===== config.mk =====
export PLATFORM = sky130hd
export DESIGN_NAME = preemptive_priority_scheduler
export DESIGN_NICKNAME = d
export VERILOG_FILES = /design/src/hdl/pps_pkg.sv /design/src/hdl/pps_table.sv /design/src/hdl/pps_ctrl.sv /design/src/hdl/preemptive_priority_scheduler.sv
export SDC_FILE = /design/constraint.sdc
export NUM_CORES = 1
export LEC_CHECK = 0
export BUFFER_PORTS_ARGS = -buffer_cell sky130_fd_sc_hd__buf_2
export CORE_UTILIZATION = 32
export CTS_BUF_LIST = sky130_fd_sc_hd__clkbuf_8
export DETAILED_ROUTE_END_ITERATION = 7
export GPL_ROUTABILITY_DRIVEN = 0
export SYNTH_ARGS = -nofsm -noshare
export SYNTH_HDL_FRONTEND = slang
export SYNTH_SLANG_ARGS = --single-unit

===== constraint.sdc =====
create_clock -name i_clk -period 9.95 [get_ports i_clk]
set_input_delay 0 -clock i_clk [delete_from_list [all_inputs] [get_ports i_clk]]
set_output_delay 0 -clock i_clk [all_outputs]
set_load 0.005 [all_outputs]

===== src/hdl/pps_pkg.sv =====
package pps_pkg;

    localparam int MAX_SLOTS     = 16;
    localparam int SLOT_BITS     = $clog2(MAX_SLOTS);
    localparam int IDX_BITS      = SLOT_BITS + 1;
    localparam int ARR_BITS      = 16;
    localparam int BURST_BITS    = 12;
    localparam int PRIORITY_BITS = 8;
    localparam int TIME_BITS     = 17;
    localparam int COUNT_BITS    = 5;
    localparam int FUNC_BITS     = 2;
    localparam int PAR_BITS      = ARR_BITS + BURST_BITS + PRIORITY_BITS;

    localparam logic [TIME_BITS-1:0]  TIME_MAX  = '1;
    localparam logic [COUNT_BITS-1:0] COUNT_MAX = '1;

    localparam logic [FUNC_BITS-1:0] FUNC_LOAD    = 2'd0;
    localparam logic [FUNC_BITS-1:0] FUNC_TICK    = 2'd1;
    localparam logic [FUNC_BITS-1:0] FUNC_RESTART = 2'd2;

    typedef enum logic [1:0] {
        S_IDLE,
        S_SCAN,
        S_UPDATE,
        S_DONE
    } t_state;

    typedef struct packed {
        logic                     rd_en;
        logic [SLOT_BITS-1:0]     rd_addr;
        logic [SLOT_BITS-1:0]     wr_addr;
        logic                     par_we;
        logic [ARR_BITS-1:0]      par_arr;
        logic [BURST_BITS-1:0]    par_burst;
        logic [PRIORITY_BITS-1:0] par_prio;
        logic                     rem_we;
        logic [BURST_BITS-1:0]    rem_wdata;
    } t_mem_req;

    typedef struct packed {
        logic [ARR_BITS-1:0]      arr;
        logic [BURST_BITS-1:0]    burst;
        logic [PRIORITY_BITS-1:0] prio;
        logic [BURST_BITS-1:0]    rem;
    } t_mem_rsp;

    typedef struct packed {
        logic                 ran_valid;
        logic [SLOT_BITS-1:0] ran_slot;
        logic                 finished;
        logic [TIME_BITS-1:0] comp;
        logic [TIME_BITS-1:0] wait_t;
        logic [TIME_BITS-1:0] turn;
        logic                 all_done;
    } t_result;

endpackage


===== src/hdl/pps_table.sv =====
module pps_table (
    input  logic              i_clk,
    input  logic              i_rst_n,
    input  pps_pkg::t_mem_req i_req,
    output pps_pkg::t_mem_rsp o_rsp
);

    logic [pps_pkg::PAR_BITS-1:0]   r_par_mem [pps_pkg::MAX_SLOTS];
    logic [pps_pkg::BURST_BITS-1:0] r_rem_mem [pps_pkg::MAX_SLOTS];
    logic [pps_pkg::MAX_SLOTS-1:0]  r_rem_vld;

    logic [pps_pkg::PAR_BITS-1:0]   r_par_q;
    logic [pps_pkg::BURST_BITS-1:0] r_rem_q;
    logic                           r_rem_q_vld;

    always_ff @(posedge i_clk) begin
        if (i_req.par_we) begin
            r_par_mem[i_req.wr_addr] <= {i_req.par_arr, i_req.par_burst, i_req.par_prio};
        end
        if (i_req.rem_we) begin
            r_rem_mem[i_req.wr_addr] <= i_req.rem_wdata;
        end
        if (i_req.rd_en) begin
            r_par_q <= r_par_mem[i_req.rd_addr];
            r_rem_q <= r_rem_mem[i_req.rd_addr];
        end
    end

    always_ff @(posedge i_clk) begin
        if (!i_rst_n) begin
            r_rem_vld   <= '0;
            r_rem_q_vld <= 1'b0;
        end else begin
            if (i_req.rem_we) begin
                r_rem_vld[i_req.wr_addr] <= 1'b1;
            end
            if (i_req.rd_en) begin
                r_rem_q_vld <= r_rem_vld[i_req.rd_addr];
            end
        end
    end

    assign o_rsp.arr   = r_par_q[pps_pkg::PAR_BITS-1 -: pps_pkg::ARR_BITS];
    assign o_rsp.burst = r_par_q[pps_pkg::PRIORITY_BITS +: pps_pkg::BURST_BITS];
    assign o_rsp.prio  = r_par_q[pps_pkg::PRIORITY_BITS-1:0];
    assign o_rsp.rem   = r_rem_q_vld ? r_rem_q : '0;

endmodule


===== src/hdl/pps_ctrl.sv =====
module pps_ctrl (
    input  logic                              i_clk,
    input  logic                              i_rst_n,
    input  logic                              i_valid,
    output logic                              o_ready,
    input  logic [pps_pkg::FUNC_BITS-1:0]     i_func,
    input  logic [pps_pkg::SLOT_BITS-1:0]     i_slot,
    input  logic [pps_pkg::ARR_BITS-1:0]      i_arrival_time,
    input  logic [pps_pkg::BURST_BITS-1:0]    i_burst_length,
    input  logic [pps_pkg::PRIORITY_BITS-1:0] i_priority_req,
    input  logic [pps_pkg::IDX_BITS-1:0]      i_eff_count,
    output pps_pkg::t_mem_req                 o_req,
    input  pps_pkg::t_mem_rsp                 i_rsp,
    input  logic                              i_out_free,
    output logic                              o_res_push,
    output pps_pkg::t_result                  o_res
);

    pps_pkg::t_state r_state, n_state;

    logic [pps_pkg::FUNC_BITS-1:0]     r_func;
    logic [pps_pkg::IDX_BITS-1:0]      r_idx;
    logic                              r_dvld;
    logic [pps_pkg::SLOT_BITS-1:0]     r_daddr;
    logic                              r_found;
    logic [pps_pkg::SLOT_BITS-1:0]     r_best_slot;
    logic [pps_pkg::PRIORITY_BITS-1:0] r_best_prio;
    logic [pps_pkg::ARR_BITS-1:0]      r_best_arr;
    logic [pps_pkg::BURST_BITS-1:0]    r_best_burst;
    logic [pps_pkg::BURST_BITS-1:0]    r_best_rem;
    logic [pps_pkg::TIME_BITS-1:0]     r_time;
    logic [pps_pkg::COUNT_BITS-1:0]    r_count;

    logic                              r_ran_valid;
    logic [pps_pkg::SLOT_BITS-1:0]     r_ran_slot;
    logic                              r_finished;
    logic [pps_pkg::TIME_BITS-1:0]     r_comp;
    logic [pps_pkg::TIME_BITS-1:0]     r_turn;

    logic                              accept;
    logic                              issue;
    logic                              scan_end;
    logic                              cand;
    logic [pps_pkg::TIME_BITS-1:0]     end_time;
    logic [pps_pkg::TIME_BITS-1:0]     arr_ext;
    logic [pps_pkg::TIME_BITS-1:0]     burst_ext;

    assign accept   = i_valid && (r_state == pps_pkg::S_IDLE);
    assign issue    = (r_state == pps_pkg::S_SCAN)
                      && (r_idx < pps_pkg::IDX_BITS'(pps_pkg::MAX_SLOTS));
    assign scan_end = (r_state == pps_pkg::S_SCAN) && !issue && !r_dvld;

    assign cand = r_dvld && (r_func == pps_pkg::FUNC_TICK)
                  && ({1'b0, r_daddr} < i_eff_count)
                  && (pps_pkg::TIME_BITS'(i_rsp.arr) <= r_time)
                  && (i_rsp.rem != '0);

    assign end_time  = (r_time == pps_pkg::TIME_MAX) ? pps_pkg::TIME_MAX
                                                     : r_time + 1'b1;
    assign arr_ext   = pps_pkg::TIME_BITS'(r_best_arr);
    assign burst_ext = pps_pkg::TIME_BITS'(r_best_burst);

    always_comb begin
        n_state = r_state;
        unique case (r_state)
            pps_pkg::S_IDLE: begin
                if (accept) begin
                    if ((i_func == pps_pkg::FUNC_TICK) || (i_func == pps_pkg::FUNC_RESTART)) begin
                        n_state = pps_pkg::S_SCAN;
                    end else begin
                        n_state = pps_pkg::S_DONE;
                    end
                end
            end
            pps_pkg::S_SCAN: begin
                if (scan_end) begin
                    n_state = (r_func == pps_pkg::FUNC_TICK) ? pps_pkg::S_UPDATE
                                                             : pps_pkg::S_DONE;
                end
            end
            pps_pkg::S_UPDATE: begin
                n_state = pps_pkg::S_DONE;
            end
            pps_pkg::S_DONE: begin
                if (i_out_free) begin
                    n_state = pps_pkg::S_IDLE;
                end
            end
            default: begin
                n_state = pps_pkg::S_IDLE;
            end
        endcase
    end

    always_comb begin
        o_ready         = (r_state == pps_pkg::S_IDLE);
        o_res_push      = (r_state == pps_pkg::S_DONE) && i_out_free;
        o_req           = '0;
        o_req.rd_en     = issue;
        o_req.rd_addr   = r_idx[pps_pkg::SLOT_BITS-1:0];
        unique case (r_state)
            pps_pkg::S_IDLE: begin
                if (accept && (i_func == pps_pkg::FUNC_LOAD)) begin
                    o_req.par_we    = 1'b1;
                    o_req.rem_we    = 1'b1;
                    o_req.wr_addr   = i_slot;
                    o_req.par_arr   = i_arrival_time;
                    o_req.par_burst = i_burst_length;
                    o_req.par_prio  = i_priority_req;
                    o_req.rem_wdata = i_burst_length;
                end
            end
            pps_pkg::S_SCAN: begin
                if (r_dvld && (r_func == pps_pkg::FUNC_RESTART)) begin
                    o_req.rem_we    = 1'b1;
                    o_req.wr_addr   = r_daddr;
                    o_req.rem_wdata = i_rsp.burst;
                end
            end
            pps_pkg::S_UPDATE: begin
                if (r_found) begin
                    o_req.rem_we    = 1'b1;
                    o_req.wr_addr   = r_best_slot;
                    o_req.rem_wdata = r_best_rem - 1'b1;
                end
            end
            pps_pkg::S_DONE: begin
            end
            default: begin
            end
        endcase
    end

    always_comb begin
        o_res.ran_valid = r_ran_valid;
        o_res.ran_slot  = r_ran_slot;
        o_res.finished  = r_finished;
        o_res.comp      = r_comp;
        o_res.turn      = r_turn;
        o_res.wait_t    = (r_turn > burst_ext) ? r_turn - burst_ext : '0;
        o_res.all_done  = (pps_pkg::IDX_BITS'(r_count) == i_eff_count);
    end

    always_ff @(posedge i_clk) begin
        if (!i_rst_n) begin
            r_state <= pps_pkg::S_IDLE;
            r_idx   <= '0;
            r_dvld  <= 1'b0;
            r_found <= 1'b0;
            r_time  <= '0;
            r_count <= '0;
        end else begin
            r_state <= n_state;
            r_dvld  <= issue;
            if (accept) begin
                r_idx   <= '0;
                r_found <= 1'b0;
            end else if (issue) begin
                r_idx <= r_idx + 1'b1;
            end
            if (cand && (!r_found || (i_rsp.prio > r_best_prio))) begin
                r_found <= 1'b1;
            end
            if (scan_end && (r_func == pps_pkg::FUNC_RESTART)) begin
                r_time  <= '0;
                r_count <= '0;
            end
            if (r_state == pps_pkg::S_UPDATE) begin
                if (r_time != pps_pkg::TIME_MAX) begin
                    r_time <= r_time + 1'b1;
                end
                if (r_found && (r_best_rem == pps_pkg::BURST_BITS'(1))
                    && (r_count != pps_pkg::COUNT_MAX)) begin
                    r_count <= r_count + 1'b1;
                end
            end
        end
    end

    always_ff @(posedge i_clk) begin
        r_daddr <= r_idx[pps_pkg::SLOT_BITS-1:0];
        if (accept) begin
            r_func      <= i_func;
            r_ran_valid <= 1'b0;
            r_ran_slot  <= '0;
            r_finished  <= 1'b0;
            r_comp      <= '0;
            r_turn      <= '0;
            r_best_burst <= '0;
        end
        if (cand && (!r_found || (i_rsp.prio > r_best_prio))) begin
            r_best_slot  <= r_daddr;
            r_best_prio  <= i_rsp.prio;
            r_best_arr   <= i_rsp.arr;
            r_best_burst <= i_rsp.burst;
            r_best_rem   <= i_rsp.rem;
        end
        if ((r_state == pps_pkg::S_UPDATE) && r_found) begin
            r_ran_valid <= 1'b1;
            r_ran_slot  <= r_best_slot;
            if (r_best_rem == pps_pkg::BURST_BITS'(1)) begin
                r_finished <= 1'b1;
                r_comp     <= end_time;
                r_turn     <= (end_time > arr_ext) ? end_time - arr_ext : '0;
            end else begin
                r_best_burst <= '0;
            end
        end else if (r_state == pps_pkg::S_UPDATE) begin
            r_best_burst <= '0;
        end
    end

endmodule


===== src/hdl/preemptive_priority_scheduler.sv =====
// Tick-driven preemptive priority scheduler over a 16-slot process table held in
// two synchronous memories (slot parameters, remaining work), each with one read
// port and one write port. A load or unused item is accepted and then handed off
// to the output register. A tick item and a restart item are both accepted, then
// sweep the table one slot per cycle through the read port; a further step covers
// the read latency and another closes the sweep. A tick then writes back the
// chosen slot's remaining work. Both end by handing the result to the output
// register. That handoff waits while the output register still holds a result that
// has not been accepted. One result item comes out for every input item, in order.
// process_count is written through i_cfg_wen / i_cfg_wdata; the user must write it
// only while the block is idle, as the block does not enforce this. Values above
// 16 act as 16.
module preemptive_priority_scheduler (
    input  logic                              i_clk,
    input  logic                              i_rst_n,
    input  logic                              i_cfg_wen,
    input  logic [pps_pkg::COUNT_BITS-1:0]    i_cfg_wdata,
    input  logic                              i_valid,
    output logic                              o_ready,
    input  logic [pps_pkg::FUNC_BITS-1:0]     i_func,
    input  logic [pps_pkg::SLOT_BITS-1:0]     i_slot,
    input  logic [pps_pkg::ARR_BITS-1:0]      i_arrival_time,
    input  logic [pps_pkg::BURST_BITS-1:0]    i_burst_length,
    input  logic [pps_pkg::PRIORITY_BITS-1:0] i_priority_req,
    output logic                              o_valid,
    input  logic                              i_ready,
    output logic                              o_ran_valid,
    output logic [pps_pkg::SLOT_BITS-1:0]     o_ran_slot,
    output logic                              o_finished,
    output logic [pps_pkg::TIME_BITS-1:0]     o_completion_time,
    output logic [pps_pkg::TIME_BITS-1:0]     o_waiting_time,
    output logic [pps_pkg::TIME_BITS-1:0]     o_turnaround_time,
    output logic                              o_all_done
);

    logic [pps_pkg::COUNT_BITS-1:0] r_proc_count;
    logic [pps_pkg::IDX_BITS-1:0]   eff_count;
    logic                           r_o_valid;
    pps_pkg::t_result               r_res;
    pps_pkg::t_result               res;
    pps_pkg::t_mem_req              req;
    pps_pkg::t_mem_rsp              rsp;
    logic                           res_push;
    logic                           out_free;

    assign eff_count = (pps_pkg::IDX_BITS'(r_proc_count) > pps_pkg::IDX_BITS'(pps_pkg::MAX_SLOTS))
                       ? pps_pkg::IDX_BITS'(pps_pkg::MAX_SLOTS)
                       : pps_pkg::IDX_BITS'(r_proc_count);
    assign out_free  = !r_o_valid || i_ready;

    pps_table u_table (
        .i_clk   (i_clk),
        .i_rst_n (i_rst_n),
        .i_req   (req),
        .o_rsp   (rsp)
    );

    pps_ctrl u_ctrl (
        .i_clk          (i_clk),
        .i_rst_n        (i_rst_n),
        .i_valid        (i_valid),
        .o_ready        (o_ready),
        .i_func         (i_func),
        .i_slot         (i_slot),
        .i_arrival_time (i_arrival_time),
        .i_burst_length (i_burst_length),
        .i_priority_req (i_priority_req),
        .i_eff_count    (eff_count),
        .o_req          (req),
        .i_rsp          (rsp),
        .i_out_free     (out_free),
        .o_res_push     (res_push),
        .o_res          (res)
    );

    always_ff @(posedge i_clk) begin
        if (!i_rst_n) begin
            r_proc_count <= pps_pkg::COUNT_BITS'(1);
            r_o_valid    <= 1'b0;
        end else begin
            if (i_cfg_wen) begin
                r_proc_count <= i_cfg_wdata;
            end
            if (res_push) begin
                r_o_valid <= 1'b1;
            end else if (i_ready) begin
                r_o_valid <= 1'b0;
            end
        end
    end

    always_ff @(posedge i_clk) begin
        if (res_push) begin
            r_res <= res;
        end
    end

    assign o_valid           = r_o_valid;
    assign o_ran_valid       = r_res.ran_valid;
    assign o_ran_slot        = r_res.ran_slot;
    assign o_finished        = r_res.finished;
    assign o_completion_time = r_res.comp;
    assign o_waiting_time    = r_res.wait_t;
    assign o_turnaround_time = r_res.turn;
    assign o_all_done        = r_res.all_done;

    a_push_has_room: assert property (@(posedge i_clk) disable iff (!i_rst_n)
        res_push |-> out_free)
        else $error("result pushed into a full output register");

    a_idle_no_push: assert property (@(posedge i_clk) disable iff (!i_rst_n)
        o_ready |-> !res_push)
        else $error("result pushed while no item is in flight");

    a_finish_needs_run: assert property (@(posedge i_clk) disable iff (!i_rst_n)
        (o_valid && o_finished) |-> o_ran_valid)
        else $error("completion reported on a tick with no running slot");

    a_time_order: assert property (@(posedge i_clk) disable iff (!i_rst_n)
        (o_valid && o_finished) |->
            (o_waiting_time <= o_turnaround_time) && (o_turnaround_time <= o_completion_time))
        else $error("waiting, turnaround and completion times out of order");

endmodule


# Word-level counts from Yosys, hierarchy flattened
# Memory sizes are Yosys's and may differ from the RTL's. A register that Yosys moved wholly into a read port is not among the register bits.
# Index checks and enable logic that the tools add are counted.
dict set report classes {
  n_addsub 6
  multipliers 0
  div 0
  magnitude_cmp 10
  n_eq_ne 15
  n_shift 0
  muxes 52
  bitwise 2
  n_reduce_logical 32
}
# cell count
set ops {}
lappend ops {{17-bit 2-to-1 mux} 11}
lappend ops {{12-bit 2-to-1 mux} 6}
lappend ops {{54-bit 2-to-1 mux} 1}
lappend ops {{13-bit case mux with 3 select lines} 1}
lappend ops {{37-bit 2-to-1 mux} 1}
lappend ops {{13-bit 2-to-1 mux} 2}
lappend ops {{5-bit 2-to-1 mux} 4}
lappend ops {{17-bit by 1-bit adder with 17-bit output (second input constant)} 1}
lappend ops {{17-bit equality test (second input constant)} 1}
lappend ops {{17-bit by 12-bit greater-than comparator with 1-bit output} 1}
lappend ops {{17-bit by 16-bit greater-than comparator with 1-bit output} 1}
lappend ops {{16-bit by 17-bit <= comparator with 1-bit output} 1}
lappend ops {{1-bit logical AND} 17}
lappend ops {{17-bit != test (second input constant)} 1}
lappend ops {{17-bit by 12-bit subtractor with 17-bit output} 1}
lappend ops {{17-bit by 16-bit subtractor with 17-bit output} 1}
lappend ops {{4-bit 2-to-1 mux} 4}
lappend ops {{16-bit bitwise OR} 1}
lappend ops {{1-bit 2-to-1 mux} 14}
lappend ops {{12-bit by 1-bit equality test with 1-bit output (second input constant)} 1}
lappend ops {{4-bit case mux with 3 select lines} 1}
lappend ops {{12-bit nonzero test} 1}
lappend ops {{12-bit by 1-bit subtractor with 12-bit output (second input constant)} 1}
lappend ops {{5-bit by 1-bit adder with 5-bit output (second input constant)} 2}
lappend ops {{other kinds (22)} 41}
dict set report word_totals {
  ff_bits 210
  latchBits 0
  ram_bits 768
  romBits 0
  input_bits 52
  out_inout_bits 60
  word_cells 148
  memories 2
}
# name depth word_bits rd rd_clocked_by_memory_dff write_ports line_no
set memory_table {}
lappend memory_table {u_table.r_par_mem 16 36 1 1 1 pps_table.sv:8} ;# logic [pps_pkg::PAR_BITS-1:0] r_par_mem [pps_pkg::MAX_SLOTS];
lappend memory_table {u_table.r_rem_mem 16 12 1 1 1 pps_table.sv:9} ;# logic [pps_pkg::BURST_BITS-1:0] r_rem_mem [pps_pkg::MAX_SLOTS];

# Logic depth before layout (Yosys ltp)
dict set report logic_depth {
  depth_word 10
  mapped_depth 20
  ltp_nobuf 17
}

# By module
# A second synthesis with hierarchy kept.
dict set report unflattened {
  hier_cells 2284
  area_unflattened_um2 41617.4
}
# module n_inst cells_per_inst area_per_inst_um2 seq_area_each_um2
set by_module_without_submodules {}
lappend by_module_without_submodules {pps_table 1 1224 31238.7 24843.8}
lappend by_module_without_submodules {pps_ctrl 1 977 8380.5 3042.9}
lappend by_module_without_submodules {preemptive_priority_scheduler 1 83 1998.2 1861.8}

# Least setup slack after synthesis
# OpenSTA, ideal clock, no wires.
dict set report synth_timing {
  kind {flip-flop to flip-flop}
  start {register u_ctrl.r_state[1]}
  end {memory u_table.r_par_mem[6][0] (netlist bit) (enable)}
  arrival_ns 4.213
  required_ns 9.476
  slack_ns 5.263
  path_stages_with_launch 8
  n_path_buf 1
  path_cell_list {dfxtp_1 inv_1 ha_1 and4b_1 buf_2 a221oi_1 nand2_1 nor3_1}
}
dict set report synth_between {
  elab_chain_len 7
  word_cells_on_any_way 10
}
# element line_no
set synth_lines {}
lappend synth_lines {{from (decl)} pps_ctrl.sv:19} ;# pps_pkg::t_state r_state, n_state;
lappend synth_lines {{from (signal assigned)} pps_ctrl.sv:146} ;# r_state <= pps_pkg::S_IDLE;
lappend synth_lines {{from (signal assigned)} pps_ctrl.sv:153} ;# r_state <= n_state;
lappend synth_lines {{2-bit logical NOT} {pps_ctrl.sv:48, pps_ctrl.sv:101}}
lappend synth_lines {{1-bit logical AND} pps_ctrl.sv:48} ;# assign accept = i_valid && (r_state == pps_pkg::S_IDLE);
lappend synth_lines {{1-bit logical AND} pps_ctrl.sv:103} ;# if (accept && (i_func == pps_pkg::FUNC_LOAD)) begin
lappend synth_lines {{54-bit 2-to-1 mux} pps_ctrl.sv:103}
lappend synth_lines {{37-bit 2-to-1 mux} pps_ctrl.sv:101} ;# unique case (r_state)
lappend synth_lines {{1-bit 2-to-1 mux} pps_table.sv:17} ;# if (i_req.par_we) begin
lappend synth_lines {{1-bit 2-to-1 mux (implied by the code)} pps_table.sv:18} ;# r_par_mem[i_req.wr_addr] <= {i_req.par_arr, i_req.par_burst, i_req.par_prio};
lappend synth_lines {{to (decl)} pps_table.sv:8}
# Parallel ways exist; a longest one is shown, timed or not.

# Worst setup path after layout
dict set report layout_timing {
  start {register u_ctrl.r_time[0] (netlist bit)}
  end {register u_ctrl.r_turn[16] (netlist bit)}
}
dict set report layout_between {
  elab_chain_len 6
  word_cells_on_any_way 8
}
# element line_no
set layout_lines {}
lappend layout_lines {{from (decl)} pps_ctrl.sv:31} ;# logic [pps_pkg::TIME_BITS-1:0] r_time;
lappend layout_lines {{from (signal assigned)} pps_ctrl.sv:170} ;# r_time <= r_time + 1'b1;
lappend layout_lines {{17-bit by 1-bit adder with 17-bit output / 17-bit equality test (equally long branches)} {pps_ctrl.sv:59, pps_ctrl.sv:58}}
lappend layout_lines {{17-bit 2-to-1 mux *} pps_ctrl.sv:58} ;# assign end_time = (r_time == pps_pkg::TIME_MAX) ? pps_pkg::TIME_MAX
lappend layout_lines {{17-bit by 16-bit subtractor with 17-bit output / 17-bit by 16-bit greater-than comparator with 1-bit output (equally long branches)} pps_ctrl.sv:204} ;# r_turn <= (end_time > arr_ext) ? end_time - arr_ext : '0;
lappend layout_lines {{17-bit 2-to-1 mux *} pps_ctrl.sv:204}
lappend layout_lines {{17-bit 2-to-1 mux *} pps_ctrl.sv:201} ;# if (r_best_rem == pps_pkg::BURST_BITS'(1)) begin
lappend layout_lines {{17-bit 2-to-1 mux *} pps_ctrl.sv:198} ;# if ((r_state == pps_pkg::S_UPDATE) && r_found) begin
lappend layout_lines {{to (signal assigned)} pps_ctrl.sv:204}
lappend layout_lines {{to (decl)} pps_ctrl.sv:38} ;# logic [pps_pkg::TIME_BITS-1:0] r_turn;
# Every way passes the cells marked *; elsewhere a longest branch is shown, timed or not.
# A chain may end at the register's enable or synchronous reset.

==> flow_summary_export.csv <==
group,metric,value,unit
outcome,status,"finished clean",
logic_synthesis,synth_area_leaders,"edfxtp_1 (67%), mux4_2 (13%), dfxtp_1 (5.2%)",
worst_setup_path,cp-start-kind,"flip-flop",
logic_synthesis,ys_async_sr_fraction,0,
worst_setup_path,end_kind,"flip-flop",
final_layout,drive_gt1_frac,0.244,
final_layout,nets,2658,
routing,vias_per_cell,5.07,
global_routing,grt_max_degree,131,
placed_design,numPortBuffers,111,
floorplanning,die_h,361,um
timing,final-setup-viol-count,0,
floorplanning,row_count,131,
timing,layout_min_cycle_time,4.54,ns
logic_synthesis,synth_flop_cell,"edfxtp_1",
clock_network,cts_setup_buffers,0,
floorplanning,core,128000,um2
final_layout,final_util,0.372,
logic_synthesis,ys_seq_area_frac,0.723,
clock_network,cts_root_buf,"clkbuf_8",
timing,finalMaxSlewViolations,0,
worst_setup_path,critPathRequiredTime,10.65,ns
worst_setup_path,reg2reg_depth,17,
logic_synthesis,synthTopCellsByCount,"edfxtp_1 (920), mux4_2 (245), nor2_1 (136), dfxtp_1 (106), nand2_1 (85)",
pwr,leakage,15.7,nW
timing,tightestPinTransition,1.24,ns
clock_network,ctsHtreeMaxLevel,4,
placed_design,hpwlAfterDp,57300,um
final_layout,postLayoutCellArea,47500,um2
timing,final_hold_viol_count,0,
routing,antenna_left,0,
final_layout,area_delta_synth_final,15.5,%
floorplanning,dieArea,130000,um2
global_routing,grt-ovfl-total,0,
routing,drtPass1Iterations,5,
timing,min_period_over_period,0.457,
global_routing,antenna_found_initial,7,
global_routing,first_global_vias,22591,
logic_synthesis,synth_top_area_frac,0.672,
timing,slew_headroom,0.173,
routing,wire_per_inst,23.2,um
placed_design,dpl_cell_area,43800,um2
timing,grt_setup_unrepaired,"false",
floorplanning,initial_core_util,0.323,
timing,tns,0,ns
pwr,peakVddDrop,134,uV
clock_network,cts.sinks,1026,
routing,drc_errors,0,
logic_synthesis,ys_types,69,
logic_synthesis,syn-cell-area,41100,um2
logic_synthesis,synth-edff-count,920,
routing,dr.first_iter.drc_count,2006,
clock_network,cts_buffer_depth,3,
logic_synthesis,synth_nets,2380,
global_routing,grt_pass1_wl,148000,um
floorplanning,die_w,361,um
final_layout,fillers,11745,
logic_synthesis,syn_inst,2257,
flow_run,cap_viol_max_count,0,
logic_synthesis,ys_seq_elements,1026,
logic_synthesis,yosysMostFrequentCell,"edfxtp_1",
global_routing,groute.usage.overall,0.154,
worst_setup_path,arrival,5.24,ns
routing,totalWireLength,101000,um
worst_hold_path,hp-class,"input pin to flip-flop",
timing,fin_skew,0.0467,ns
clock_network,clk_latency,0.85,ns
clock_network,cts_buffers,167,
floorplanning,io_pins,112,
timing,clock.fmax,0.220,GHz
logic_synthesis,yosys_warnings,0,
logic_synthesis,syn_avg_cell_area,18.2,um2
routing,vias,21941,
logic_synthesis,yosysTopAreaCell,"edfxtp_1",
worst_setup_path,path_max_fanout,18,
clock_network,cts_tree,"built",
worst_hold_path,holdPathStages,4,
clock_network,cts_resized,0,
clock_network,clk_pin_slew_worst_paths,0.06,ns
worst_setup_path,path_class,"flip-flop to flip-flop",
pwr,p_per_area,202,nW/um2
[sequential cells by signal, indices dropped and copies added (netlist names), 5 cells and up]
register / cells
u_ctrl.r_comp: 17
u_ctrl.r_count: 5
o_completion_time: 17
u_ctrl.r_time: 17
u_table.r_rem_vld: 16
u_table.r_rem_q: 12
u_table.r_par_mem: 576
o_waiting_time: 17
u_ctrl.r_best_burst: 12
u_ctrl.r_idx: 5
o_turnaround_time: 17
r_proc_count: 5
u_ctrl.r_best_prio: 8
u_ctrl.r_turn: 17
u_ctrl.r_best_arr: 16
u_table.r_par_q: 36
u_table.r_rem_mem: 192
u_ctrl.r_best_rem: 12
[worst max-delay path, stage by stage, from the launching register on]
cell,delay [ns]
dfxtp_1,0.42
ha_1,0.26
nand2_1,0.16
nor4_4,0.47
and2_1,0.29
nand3_1,0.12
inv_1,0.08
ha_1,0.53
a21oi_1,0.11
inv_1,0.09
ha_1,0.27
nor2b_1,0.17
o31a_1,0.27
o311a_1,0.32
o22a_1,0.27
a221oi_2,0.31
xor2_1,0.18
o21ai_1,0.08
[layout by cell type, fill, tap and decap left out, drive strengths merged, types with 6 or more instances in the layout]
cell	netlist	routed
nor4	13	13
xnor2	29	29
buf	34	142
nand2	85	85
inv	82	145
or3	6	6
dfxtp	106	106
dlygate4sd3	0	64
and3	11	11
mux4	245	245
clkbuf	63	172
nand4	11	11
o21ai	59	59
and2	54	54
nor2b	23	23
a21o	11	11
a21oi	59	59
a221oi	13	13
xor2	15	15
nand2b	14	14
ha	69	69
mux2i	19	19
a211oi	11	11
o211ai	6	6
nand3	56	56
nand3b	7	7
nor2	138	138
clkinv	0	58
edfxtp	920	920
nor3	29	29
o21a	15	15
a31oi	7	7
[what timing repair did]
| item | in CTS | in global routing |
|---|---|---|
| hold buffers | 64 | 0 |
| hold endpoints to repair | 641 | 0 |
| endpoints found under the setup margin | 0 | 0 |
[power breakdown]
part	total (mW)	internal (mW)	switching, mW
logic	1.22	0.567	0.652
clock network	3.38	1.70	1.68
registers	5.02	4.89	0.130
[final cells by class]
| type | instances | area [um2] | area share |
|---|---|---|---|
| Inverter | 82 | 308 | 0.00648 |
| Antenna cell | 4 | 10.0 | 0.000211 |
| Sequential cell | 1026 | 29800 | 0.627 |
| Clock buffer | 172 | 2370 | 0.0498 |
| Clock inverter | 127 | 691 | 0.0145 |
| Multi-Input combinational cell | 1052 | 10800 | 0.228 |
| Tap cell | 1662 | 2080 | 0.0438 |
| Timing Repair Buffer | 206 | 1450 | 0.0306 |
[through the flow]
| step | worst slack [ns] | instances | hold WS, ns | power, mW |
|---|---|---|---|---|
| after global placement | 5.46 | 3964 | 0.237 | 6.28 |
| final | 5.41 | 4331 | 0.215 | 9.62 |
| after global routing | 4.92 | 4329 | 0.194 | 10.0 |
| after floorplan | 5.26 | 2257 | 0.0989 | 5.93 |
| after detailed placement | 5.48 | 3964 | 0.248 | 6.32 |
| after CTS | 5.45 | 4327 | 0.127 | 9.72 |
[metal layers]
layer / track usage / part of all wire / vias up
met5: 0 / 0 / -
li1: - / - / 9550
met4: 0.0552 / 0.025 / 0
met1: 0.209 / 0.43 / 11414
met3: 0.0370 / 0.074 / 158
met2: 0.240 / 0.47 / 819
[logic make-up after synthesis]
family	after synthesis	share of synthesized area
compound gates	206	0.0319
fa+ha+maj	71	0.0220
buf+inv	179	0.0172
xor+xnor	44	0.00937
mux	265	0.139
flops	1026	0.723
simple gates	466	0.0572
[final timing paths]
| path | from | end | slack, ns |
|---|---|---|---|
| max | u_ctrl.r_time[0] | u_ctrl.r_turn[16] | 5.41 |
| max reg2reg | u_ctrl.r_time[0] | u_ctrl.r_turn[16] | 5.41 |
| min reg2reg | u_ctrl.r_comp[11] | o_completion_time[11] | 0.43 |
| min | i_valid | u_ctrl.r_func[0] | 0.22 |
No activity file was read; power rests on OpenSTA's default activity.
